File: config.mk
export PLATFORM = sky130hd
export DESIGN_NAME = dsa_ctrl
export DESIGN_NICKNAME = d
export VERILOG_FILES = /design/src/hw/rtl/dsa_pkg.sv /design/src/hw/rtl/dsa_ctrl.sv
export SDC_FILE = /design/constraint.sdc
export NUM_CORES = 1
export LEC_CHECK = 0
export BUFFER_PORTS_ARGS = -buffer_cell sky130_fd_sc_hd__buf_2
export CORE_AREA = 3 3 40 42
export CTS_BUF_LIST = sky130_fd_sc_hd__clkbuf_8
export DETAILED_ROUTE_END_ITERATION = 8
export DIE_AREA = 0 0 43 45
export GPL_TIMING_DRIVEN = 0
export HOLD_SLACK_MARGIN = 0.08
export SYNTH_ARGS = -nofsm -noshare
export SYNTH_HDL_FRONTEND = slang
export SYNTH_SLANG_ARGS = --single-unit
File: constraint.sdc
create_clock -name clk_i -period 1.3 [get_ports clk_i]
set_clock_uncertainty 0.05 [all_clocks]
set_input_delay 0.26 -clock clk_i [delete_from_list [all_inputs] [get_ports clk_i]]
set_output_delay 0.26 -clock clk_i [all_outputs]
set_load 0.03 [all_outputs]
File: src/hw/rtl/dsa_pkg.sv
// ----------------------------------------------------------------------------
// dsa_pkg
// Shared types and constants for the descriptive statistics accumulator.
// ----------------------------------------------------------------------------
package dsa_pkg;

  localparam int SAMPLE_W    = 16;
  localparam int CNT_W       = 13;
  localparam int SUM_W       = 28;
  localparam int SQ_W        = 43;
  localparam int AVG_W       = 24;
  localparam int SPR_W       = 40;
  localparam int FRAC_BITS   = 8;
  localparam int MAX_SAMPLES = 4096;

  // n * sum of squares and sum * sum, both products this wide
  localparam int PROD_W = CNT_W + SQ_W;
  // dividend of the shared divider: D shifted by two fraction widths
  localparam int NUM_W  = PROD_W + 2 * FRAC_BITS;
  // n*n with n up to MAX_SAMPLES
  localparam int DEN_W  = 25;
  localparam int ROOT_W = NUM_W / 2;

  localparam int CFG_IDX_W = 3;
  localparam logic [CFG_IDX_W-1:0] CFG_THRESHOLD    = 3'd0;
  localparam logic [CFG_IDX_W-1:0] CFG_BAND_LOW     = 3'd1;
  localparam logic [CFG_IDX_W-1:0] CFG_BAND_HIGH    = 3'd2;
  localparam logic [CFG_IDX_W-1:0] CFG_MATCH_TARGET = 3'd3;
  localparam logic [CFG_IDX_W-1:0] CFG_SPREAD_MODE  = 3'd4;

  localparam logic [1:0] STAT_OK       = 2'd0;
  localparam logic [1:0] STAT_EMPTY    = 2'd1;
  localparam logic [1:0] STAT_ONE      = 2'd2;
  localparam logic [1:0] STAT_OVERFLOW = 2'd3;

  typedef enum logic [3:0] {
    ST_ACC,
    ST_MUL,
    ST_SUB,
    ST_MDIV_GO,
    ST_MDIV_WAIT,
    ST_SDIV_GO,
    ST_SDIV_WAIT,
    ST_SQRT_GO,
    ST_SQRT_WAIT,
    ST_EMIT
  } state_e;

  typedef struct packed {
    logic acc;       // input beat accepted
    logic mul;       // form n*sumsq, sum^2, denominator
    logic sub;       // form D
    logic div_go;    // start divider
    logic div_mean;  // divider operands: mean (1) or spread (0)
    logic avg_ld;    // capture mean from divider
    logic sqrt_go;   // start square root
    logic emit;      // load result, clear set
  } cmd_t;

  typedef struct packed {
    logic n_zero;
    logic skip_spread;
    logic dev_mode;
    logic div_busy;
    logic sqrt_busy;
    logic out_free;
  } sts_t;

endpackage

File: src/hw/rtl/dsa_ctrl.sv
// ----------------------------------------------------------------------------
// dsa_ctrl
// Sequencer: accumulate, then products, divides and (deviation modes) root at the set end.
// ----------------------------------------------------------------------------
module dsa_ctrl import dsa_pkg::*; (
  input  logic clk_i,
  input  logic rst_ni,
  input  logic in_valid_i,
  input  logic last_i,
  output logic in_stall_o,
  input  sts_t sts_i,
  output cmd_t cmd_o
);

  state_e state_q, state_d;
  logic   accept;

  assign in_stall_o = state_q != ST_ACC;
  assign accept     = in_valid_i && !in_stall_o;

  always_comb begin
    state_d = state_q;
    case (state_q)
      ST_ACC:       if (accept && last_i) state_d = ST_MUL;
      ST_MUL:       state_d = sts_i.n_zero ? ST_EMIT : ST_SUB;
      ST_SUB:       state_d = ST_MDIV_GO;
      ST_MDIV_GO:   state_d = ST_MDIV_WAIT;
      ST_MDIV_WAIT: begin
        if (!sts_i.div_busy) state_d = sts_i.skip_spread ? ST_EMIT : ST_SDIV_GO;
      end
      ST_SDIV_GO:   state_d = ST_SDIV_WAIT;
      ST_SDIV_WAIT: begin
        if (!sts_i.div_busy) state_d = sts_i.dev_mode ? ST_SQRT_GO : ST_EMIT;
      end
      ST_SQRT_GO:   state_d = ST_SQRT_WAIT;
      ST_SQRT_WAIT: if (!sts_i.sqrt_busy) state_d = ST_EMIT;
      ST_EMIT:      if (sts_i.out_free) state_d = ST_ACC;
      default:      state_d = ST_ACC;
    endcase
  end

  always_comb begin
    cmd_o = '0;
    case (state_q)
      ST_ACC:       cmd_o.acc = accept;
      ST_MUL:       cmd_o.mul = 1'b1;
      ST_SUB:       cmd_o.sub = 1'b1;
      ST_MDIV_GO: begin
        cmd_o.div_go   = 1'b1;
        cmd_o.div_mean = 1'b1;
      end
      ST_MDIV_WAIT: cmd_o.avg_ld = !sts_i.div_busy;
      ST_SDIV_GO:   cmd_o.div_go = 1'b1;
      ST_SQRT_GO:   cmd_o.sqrt_go = 1'b1;
      ST_EMIT:      cmd_o.emit = sts_i.out_free;
      default:      cmd_o = '0;
    endcase
  end

  always_ff @(posedge clk_i or negedge rst_ni) begin
    if (!rst_ni) begin
      state_q <= ST_ACC;
    end else begin
      state_q <= state_d;
    end
  end

endmodule

==> results of run 1 <==
cell type report:
cell class                 count  area (µm²)
buffer                         5        65.1
clock buffer                   3        41.3
fill                          91         320
inverter                       4        18.8
multi-input combinational     47         438
sequential                     4         101
tap                           15        18.8
timing repair buffer          34         282
worst paths after layout:
check | end | slack, ns
setup / recovery | cmd_o[5] | -0.29
hold / removal | state_q[0]$_DFFE_PN0P_ | 0.23
setup reg to reg | state_q[1]$_DFFE_PN0P_ | -0.13
hold reg to reg | state_q[0]$_DFFE_PN0P_ | 0.73
max in group asynchronous | state_q[1]$_DFFE_PN0P_ | 0.75
min in group asynchronous | state_q[0]$_DFFE_PN0P_ | 0.33
logic make-up after synthesis:
group           after synthesis
buf+inv                       9
simple gates                 27
mux                           3
compound gates               16
xor+xnor                      1
flops                         4
cell usage after synthesis, drive strengths merged (2+ instances only):
library cell  number  share of area [%]
inv                4                3.3
nor2               7                6.2
a21oi              7                7.6
nor4               2                2.7
o21ai              3                5.7
nand2b             3                4.1
nor3               5                6.5
nand2              4                3.3
dfrtp              4                 22
mux2i              3                6.5
buf                5                8.7
critical path, stage by stage (launching register included):
cell and delay, ns:
dfrtp_1 0.39, buf_6 0.14, or2b_1 0.26, nor3_4 0.12, buf_6 0.15
routing by layer:
| layer | wire length (µm) | up-vias | global-route usage (%) |
|---|---|---|---|
| met5 | 0 | - | 0 |
| met4 | 29 | 0 | 12.7 |
| met3 | 42 | 3 | 1.99 |
| met2 | 802 | 13 | 27.2 |
| met1 | 645 | 258 | 20.2 |
| li1 | - | 285 | - |
power groups by stage:
| stage | sequential, mW | clock [mW] | combinational, mW |
|---|---|---|---|
| final | 0.243 | 0.261 | 2.18 |
| after global routing | 0.250 | 0.288 | 2.34 |
| after CTS | 0.232 | 0.269 | 1.88 |
| after detailed placement | 0.240 | 0 | 1.40 |
| after global placement | 0.241 | 0 | 1.39 |
| after floorplan | 0.228 | 0 | 1.15 |
repair_timing:
action | CTS | global route
endpoints found under the hold margin | 4 | 0
buffers inserted | 7 | 6
resized for setup | 22 | 13
gates cloned | 2 | 0
setup endpoints to repair | 13 | 13
hold buffers | 1 | 0
pin swaps | 4 | 3
through the flow:
stage               utilization (%)  hold WS (ns)
floorplan                         -       -0.0856
global placement               50.9        0.0147
detailed placement             50.9        0.0152
CTS                            67.4         0.220
global route                   75.1         0.240
finish                         75.1         0.226
cells in the final DEF, fill, tap and decap left out, types with 2 or more instances in the layout:
cell type,n
nor2_4,4
nor2_1,2
buf_2,11
nand2_1,2
nor3_2,4
a21oi_1,5
a21oi_2,2
buf_6,11
nor4_4,2
inv_1,3
clkbuf_8,3
mux2i_1,3
nand2b_1,2
buf_4,14
dfrtp_1,3
==> metrics list, run 1 <==
* Post-CTS clock slew at the launch and capture registers of the worst setup and hold paths: 0.03 ns
- # IOs: 19
- The finished layout holds 112 standard cells, fillers aside.
* Remaining max-slew budget at the tightest pin: 84.1%
- Clock tree synthesis selected as its root buffer the cell clkbuf_8.
* Synthesis Warnings: 0
- Synthesis instantiated 29 different standard cells from the library.
* Predominant post-synthesis flop cell: dfrtp_1
- Compared with the post-synthesis result, the final layout area differs by 109%.
- In the final routed layout, each cell accounts on average for 13.6 µm.
- In this run the worst hold path is classified as in2reg.
- Net switching is 44.3% of the power.
- For this block, the initial DRC count from the detailed router was 6.
- Timing would allow up to 629 MHz.
- For this run, asynchronously set or reset flops after synthesis account for 100%.
* Largest vdd supply drop: 1640 µV
- The final layout contains routed wiring with a total length of 1520 µm.
- After detailed routing, the number of vias per cell comes to 4.99.
* Largest register by flop count: state_q
- Residual DRC: 0
- The post-route netlist has 68.0% of its cells at a drive strength greater than 1.
- Total instance count after detailed placement: 93
- Min Clock Period, post-route: 1.59 ns
* Largest net degree at the start of global routing: 11
- Registers with the most flip-flops: state_q x4
* Total power: 2.68 mW
- Detailed placement ended at an HPWL of 912 µm.
- Via count of the first global-routing pass: 559
- The startpoint identified for the worst register-to-register timing path is state_q[3]$_DFFE_PN0P_.
- Across all layers, the routed design uses 559 vias.
- Summing the areas of all compound-gate instances in the mapped netlist gives 24.4% of the synthesized area.
- The worst hold path was traced through 2 stages.
* Internal power: 1.49 mW
- Gate power share: 81.2%
- After synthesis, the largest family of logic cells by area is simple AND/OR/NAND/NOR gates.
* Leakage power: 0.448 nW
* Setup slack after layout: -0.290 ns
- The final-report max-slew violation count was 0.
- STA classifies the critical path startpoint as a flip-flop.
* Global-route usage over all layers: 16.7%
- Synthesized instance count: 60
- TritonCTS built the clock tree.
* Share of the clock period used by the worst path after layout: 122%
- Max-cap violations in this run came to 0.
* CTS sink cnt: 4
- Multiplexer cells account for 6.50% of the synthesized area.
* Placed cell areas: 654 µm²
- Final setup fails: 13
- The initial antenna violation count was 0.
- Status: finished with violations
* Origin of the worst setup path: state_q[0]$_DFFE_PN0P_
- Critical hold path startpoint: sts_i[0]
- Switching power of the nets: 1.19 mW
- After synthesis, flip-flops and latches occupy 21.7% of the total area.
- The clock passes through at most 2 buffers.
- Simple-Gate Fraction of Synth Area: 33.6%
- Synth Area in Adders: 0%
- The first global-routing pass estimated 2400 µm of wire.
- CORE AREA: 1280 µm²
* Overflow left after global routing: 0
* Cell area after technology mapping: 462 µm²
- IO Port Bufs: 18
- The congestion estimate from routability-driven global placement came to 0.773.
- The critical path is of the reg2out type.
* Number of enable flip-flop cells after synthesis: 0
- The die covers 1940 µm².
* Violations in the final reports: setup timing
* Arrival time reported for the critical path endpoint: 1.28 ns
- Register-to-Register Path Depth: 5
* Post-Synthesis Mean Instance Area: 7.69 µm²
- The register with the most flip-flops in the layout has 4 of them.
- Starting Density: 35.9%
- Final sum of negative setup slack: -2.45 ns
- The die is 45 µm tall.
- Placement row count: 13
- Data required time of the worst path: 0.99 ns
* Power share of the clock group: 9.7%
* Relative contribution of sequential cells to total power: 9.0%
- In this run the number of H-tree levels came out at 1.
- Cell area after layout: 965 µm²
- PD cells: 2780 nW/µm²
- At the end of the flow, the number of nets in the layout was 109.
- Number of failing hold endpoints at the final stage: 0
- Clock insertion delay at the later pin of the skew report: 0.22 ns
* Xor and xnor fraction of the mapped netlist area: 1.90%
- In this run, CTS created clock tree buffers numbering 3.
* Post-DRT Antenna Nets: 0
- For the pin with the worst max-slew slack, the measured transition is 0.238 ns.
- In this run the worst path has a maximum fanout of 6.
* CP endpoint kind: output pin
* Total inserted antenna cells: 0
- Pre-CTS worst setup slack: -0.284 ns
- The pre-antenna-repair detailed-routing pass consisted of 3 iterations.
- Die extent in x: 43 µm
- Net count after synthesis: 70
* FF+latch count, synth: 4
- RSZ-0062 raised after global routing: yes
Note: power is estimated with default switching activity, not from simulation.
==> run 2: changes to the inputs <==
--- a/config.mk
+++ b/config.mk
@@ -5,6 +5,7 @@
 export SDC_FILE = /design/constraint.sdc
 export NUM_CORES = 1
 export LEC_CHECK = 0
+export ABC_AREA = 1
 export BUFFER_PORTS_ARGS = -buffer_cell sky130_fd_sc_hd__buf_2
 export CORE_AREA = 3 3 40 42
 export CTS_BUF_LIST = sky130_fd_sc_hd__clkbuf_8
@@ -15,3 +16,4 @@
 export SYNTH_ARGS = -nofsm -noshare
 export SYNTH_HDL_FRONTEND = slang
 export SYNTH_SLANG_ARGS = --single-unit
+export TNS_END_PERCENT = 50
==> run 2 against run 1 <==
The flow still finishes with violations (setup timing). First-iteration DRC count is 50% lower. Count of clock-buffer cells in the layout stayed put. Sequential cell count stayed put. Combinational power is 35% lower. Area after synthesis is 12% lower. Hold slack better by 0.070 ns. Synthesized cell count is 22% higher. Sequential share of layout area is 3.2 points higher. Power is 25% lower. Core utilization is 15 points lower. Register-to-register slack better by 0.03 ns. Final cell count is 8.0% higher.
==> metrics list, run 2 <==
- The dominant cell by count in the synthesized netlist is nand2_1 (was a21oi_1).
- Number of iterations in the first detailed-routing pass: 4 (was 3)
- The relative slew slack was 87.2% (was 84.1%).
* Sequential-to-total area share from yosys stat: 24.5% (was 21.7%)
- The switching part of the total power came to 50.9% (was 44.3%).
* CP endpoint kind: output pin (unchanged)
- The critical path class is reg2out (unchanged).
- The sequential standard cell area was 105 µm² (was 101 µm²).
- Largest register by flop count: state_q (unchanged)
- The clock tree root driver cell is clkbuf_8 (unchanged).
- The combinational share of power was 70.7% (was 81.2%).
* Number of antenna violations at the first check in global routing: 0 (unchanged)
- The detailed-route via count is 563 (was 559).
- The final design instance area without fill was 768 µm² (was 965 µm²).
* Total inserted antenna cells: 0 (unchanged)
- Slowest library cell on the worst path: dfrtp_2 (was dfrtp_1)
* Global-route wire length before repair: 2260 µm (was 2400 µm)
- The most common library cell in the layout ignoring fill and taps is nand2_1 (was buf_4).
- The die width is 43 µm (unchanged).
- The flip-flop cell with the highest count after synthesis was dfrtp_1 (unchanged).
- The average footprint of a synthesized cell was 5.59 µm² (was 7.69 µm²).
* Total clock buffers created by CTS: 3 (unchanged)
- Level count of the clock H-tree: 1 (unchanged)
* CORE AREA: 1280 µm² (unchanged)
- The final-report max-slew violation count was 0 (unchanged).
- The family with the most delay on the worst path was flip-flops (unchanged).
- DRC marker count from the first detailed-route iteration: 3 (was 6)
* Commonest cells in the netlist: nand2_1, nor2_1, inv_1, nand3_1 (was a21oi_1, nor2_1)
- The sum of overflow across all layers after global routing is 0 (unchanged).
- Setup slack after layout: -0.232 ns (was -0.290 ns)
* Vert. Die Dim: 45 µm (unchanged)
- FMAX: 653 MHz (was 629 MHz)
- Largest net degree at the start of global routing: 8 (was 11)
- The measured slew at the worst slew-check pin came to 0.192 ns (was 0.238 ns).
- The share of synthesized registers carrying an async set or reset was 100% (unchanged).
- Cell accounting for the most synthesized area: dfrtp_1 (unchanged)
- The total power per unit cell area came to 2610 nW/µm² (was 2780 nW/µm²).
- Registers with the most flip-flops: state_q x4 (unchanged)
* Net count after synthesis: 83 (was 70)
- Number of filler instances in the final layout: 132 (was 91)
- Post-CTS clock slew at the launch and capture registers of the worst setup and hold paths: 0.03 ns (about the same)
- The number of vias per cell after detailed routing came to 4.65 (was 4.99).
- Area fraction of the dominant cell type after synthesis: 24.5% (was 21.7%)
- Relative contribution of sequential cells to total power: 15.8% (was 9.0%)
- Cell area after technology mapping: 408 µm² (was 462 µm²)
- RSZ-0062 raised after global routing: yes (unchanged).
- Final sum of negative setup slack: -2.19 ns (was -2.45 ns)
- The total number of yosys warnings is 0 (unchanged).
- Violations in the final reports: setup timing (unchanged).
- The maximum clock insertion buffer count is 2 (unchanged).
* WL final: 1260 µm (was 1520 µm)
- The number of synthesized flops with an enable pin is 0 (unchanged).
- TritonCTS clock tree: done (unchanged)
- Footprint of the multi-input gates: 328 µm² (was 438 µm²)
* Switching power of the nets: 1.02 mW (was 1.19 mW)
* Detailed-route wire length per cell: 10.4 µm (was 13.6 µm)
* Internal power: 0.985 mW (was 1.49 mW)
* Final weighted congestion in routability-driven placement: 0.806 (was 0.773)
- Via count of the first global-routing pass: 561 (was 559)
- IO Port Bufs: 18 (unchanged)
- The die outline area came to 1940 µm² (unchanged).
- The post-synthesis cell type count was 13 (was 29).
- Half-perimeter wire length after placement: 903 µm (was 912 µm)
* Maximum single-stage delay on the critical path: 0.45 ns (was 0.39 ns)
- Proportion of layout cells with a drive suffix above 1: 58.5% (was 68.0%)
* Post-DRT Antenna Nets: 0 (unchanged)
- The data arrival time of the critical path is 1.22 ns (was 1.28 ns).
- The starting utilization of the core area came to 31.7% (was 35.9%).
- The leakage power figure was 0.425 nW (was 0.448 nW).
- Placed cell areas: 572 µm² (was 654 µm²)
- CTS sink cnt: 4 (unchanged)
- The required time of the worst setup path is 0.99 ns (about the same).
* Worst hold slack after final layout: 0.296 ns (was 0.226 ns)
- The minimum clock period after layout is 1.53 ns (was 1.59 ns).
- Top cells by area, synth: dfrtp_1, nand2_1, nand3_1 (was dfrtp_1, a21oi_1, mux2i_1).
* Global-route usage over all layers: 15.4% (was 16.7%)
- The worst hold-check path type is in2reg (unchanged).
* Layout Area Growth over Synthesis: 88.3% (was 109%)
- Status: finished with violations (unchanged)
- Most used cells in the layout excluding fill and tap cells: nand2_1, buf_2, nand3_1, buf_4, inv_1 (was buf_4, buf_6, buf_2, a21oi_1)
- Largest vdd supply drop: 1340 µV (was 1640 µV)
* Residual DRC: 0 (unchanged)
- The number of hold-slack violations in the final timing report is 0 (unchanged).
* Final setup fails: 13 (unchanged)
- The number of nets at the end of the flow was 117 (was 109).
- CP startpoint kind: flip-flop (unchanged)
- # IOs: 19 (unchanged)
* Clock insertion delay at the later pin of the skew report: 0.22 ns (about the same)
- The post-route clock period utilization is 118% (was 122%).
* Power share of the clock group: 13.6% (was 9.7%)
* Synthesized instance count: 73 (was 60)
* Peak fanout along the critical path: 4 (was 6)
- The number of buffer and inverter instances along the worst setup path was 2 (unchanged).
* FF+latch count, synth: 4 (unchanged)
* Largest register FFs: 4 (unchanged)
- CP cell instances: nor2_4, buf_6, nand2_2, nor2_4, buf_6 (was buf_6, or2b_1, nor3_4, buf_6)
* Placement row count: 13 (unchanged)
- Maxcap violations: 0 (unchanged)
- Pre-CTS worst setup slack: -0.218 ns (was -0.284 ns)
-- run 2: final cells by class --
class | count | share of cell area [%]
clock buffers | 3 | 5.37
clock inverters | 1 | 0.489
inverters | 14 | 6.84
multi-input cells | 55 | 42.7
flip-flops and latches | 4 | 13.7
well taps | 15 | 2.44
repair buffers | 29 | 28.5
-- run 2: cell families after synthesis --
family	share of synthesized area, %
DFF	24.5
and+or+nand+nor	59.5
buffers and inverters	12.9
AOI/OAI and AO/OA	3.07
-- run 2: final timing paths --
check,from,to,slack (ns),depth (start not counted)
worst max-delay path,state_q[3]$_DFFE_PN0P_,cmd_o[7],-0.23,5
worst min-delay path,sts_i[2],state_q[1]$_DFFE_PN0P_,0.30,3
worst max register to register,state_q[3]$_DFFE_PN0P_,state_q[1]$_DFFE_PN0P_,-0.10,9
worst min register to register,state_q[0]$_DFFE_PN0P_,state_q[0]$_DFFE_PN0P_,0.63,3
max in group asynchronous,rst_ni,state_q[0]$_DFFE_PN0P_,0.73,2
min in group asynchronous,rst_ni,state_q[2]$_DFFE_PN0P_,0.34,2
-- run 2: power by group through the flow --
| stage | Sequential [mW] | Clock [mW] | Combinational, mW |
|---|---|---|---|
| 2_1_floorplan | 0.292 | 0 | 0.821 |
| 4_1_cts | 0.312 | 0.280 | 1.33 |
| 5_1_grt | 0.325 | 0.293 | 1.55 |
| 6_report | 0.316 | 0.272 | 1.42 |
| 3_3_place_gp | 0.310 | 0 | 1.03 |
| 3_5_place_dp | 0.309 | 0 | 1.04 |
-- run 2: what timing repair did --
item | 4_1_cts | 5_1_grt
buffers inserted | 8 | 2
resized for setup | 20 | 4
setup endpoints to repair | 10 | 13
hold buffers | 1 | 0
hold endpoints to repair | 4 | 0
pin swaps | 6 | 4
-- run 2: worst reg2reg max path, stage by stage, from the launching register on --
cell and delay (ns):
dfrtp_2 0.45, nor2_4 0.16, buf_6 0.12, buf_4 0.09
buf_4 0.09, nand3_1 0.07, nand2_2 0.10, nor2_4 0.05
nand2_1 0.06, nand2_1 0.05
-- run 2: stage by stage --
| stage | utilization, % | cells | total power [mW] |
|---|---|---|---|
| after floorplan | - | 73 | 1.11 |
| after global placement | 44.5 | 106 | 1.34 |
| after detailed placement | 44.5 | 106 | 1.35 |
| after CTS | 57.6 | 119 | 1.92 |
| after global routing | 59.8 | 121 | 2.17 |
| final | 59.8 | 121 | 2.01 |
-- run 2: layer usage --
metal	part of all wire [%]	wire length, µm	global-route usage, %	vias to the layer above
met5	0	0	0	-
met4	0	0	3.61	0
met3	5.4	68	3.98	0
met2	52	656	28.7	14
met1	43	539	17.5	259
li1	-	-	-	290
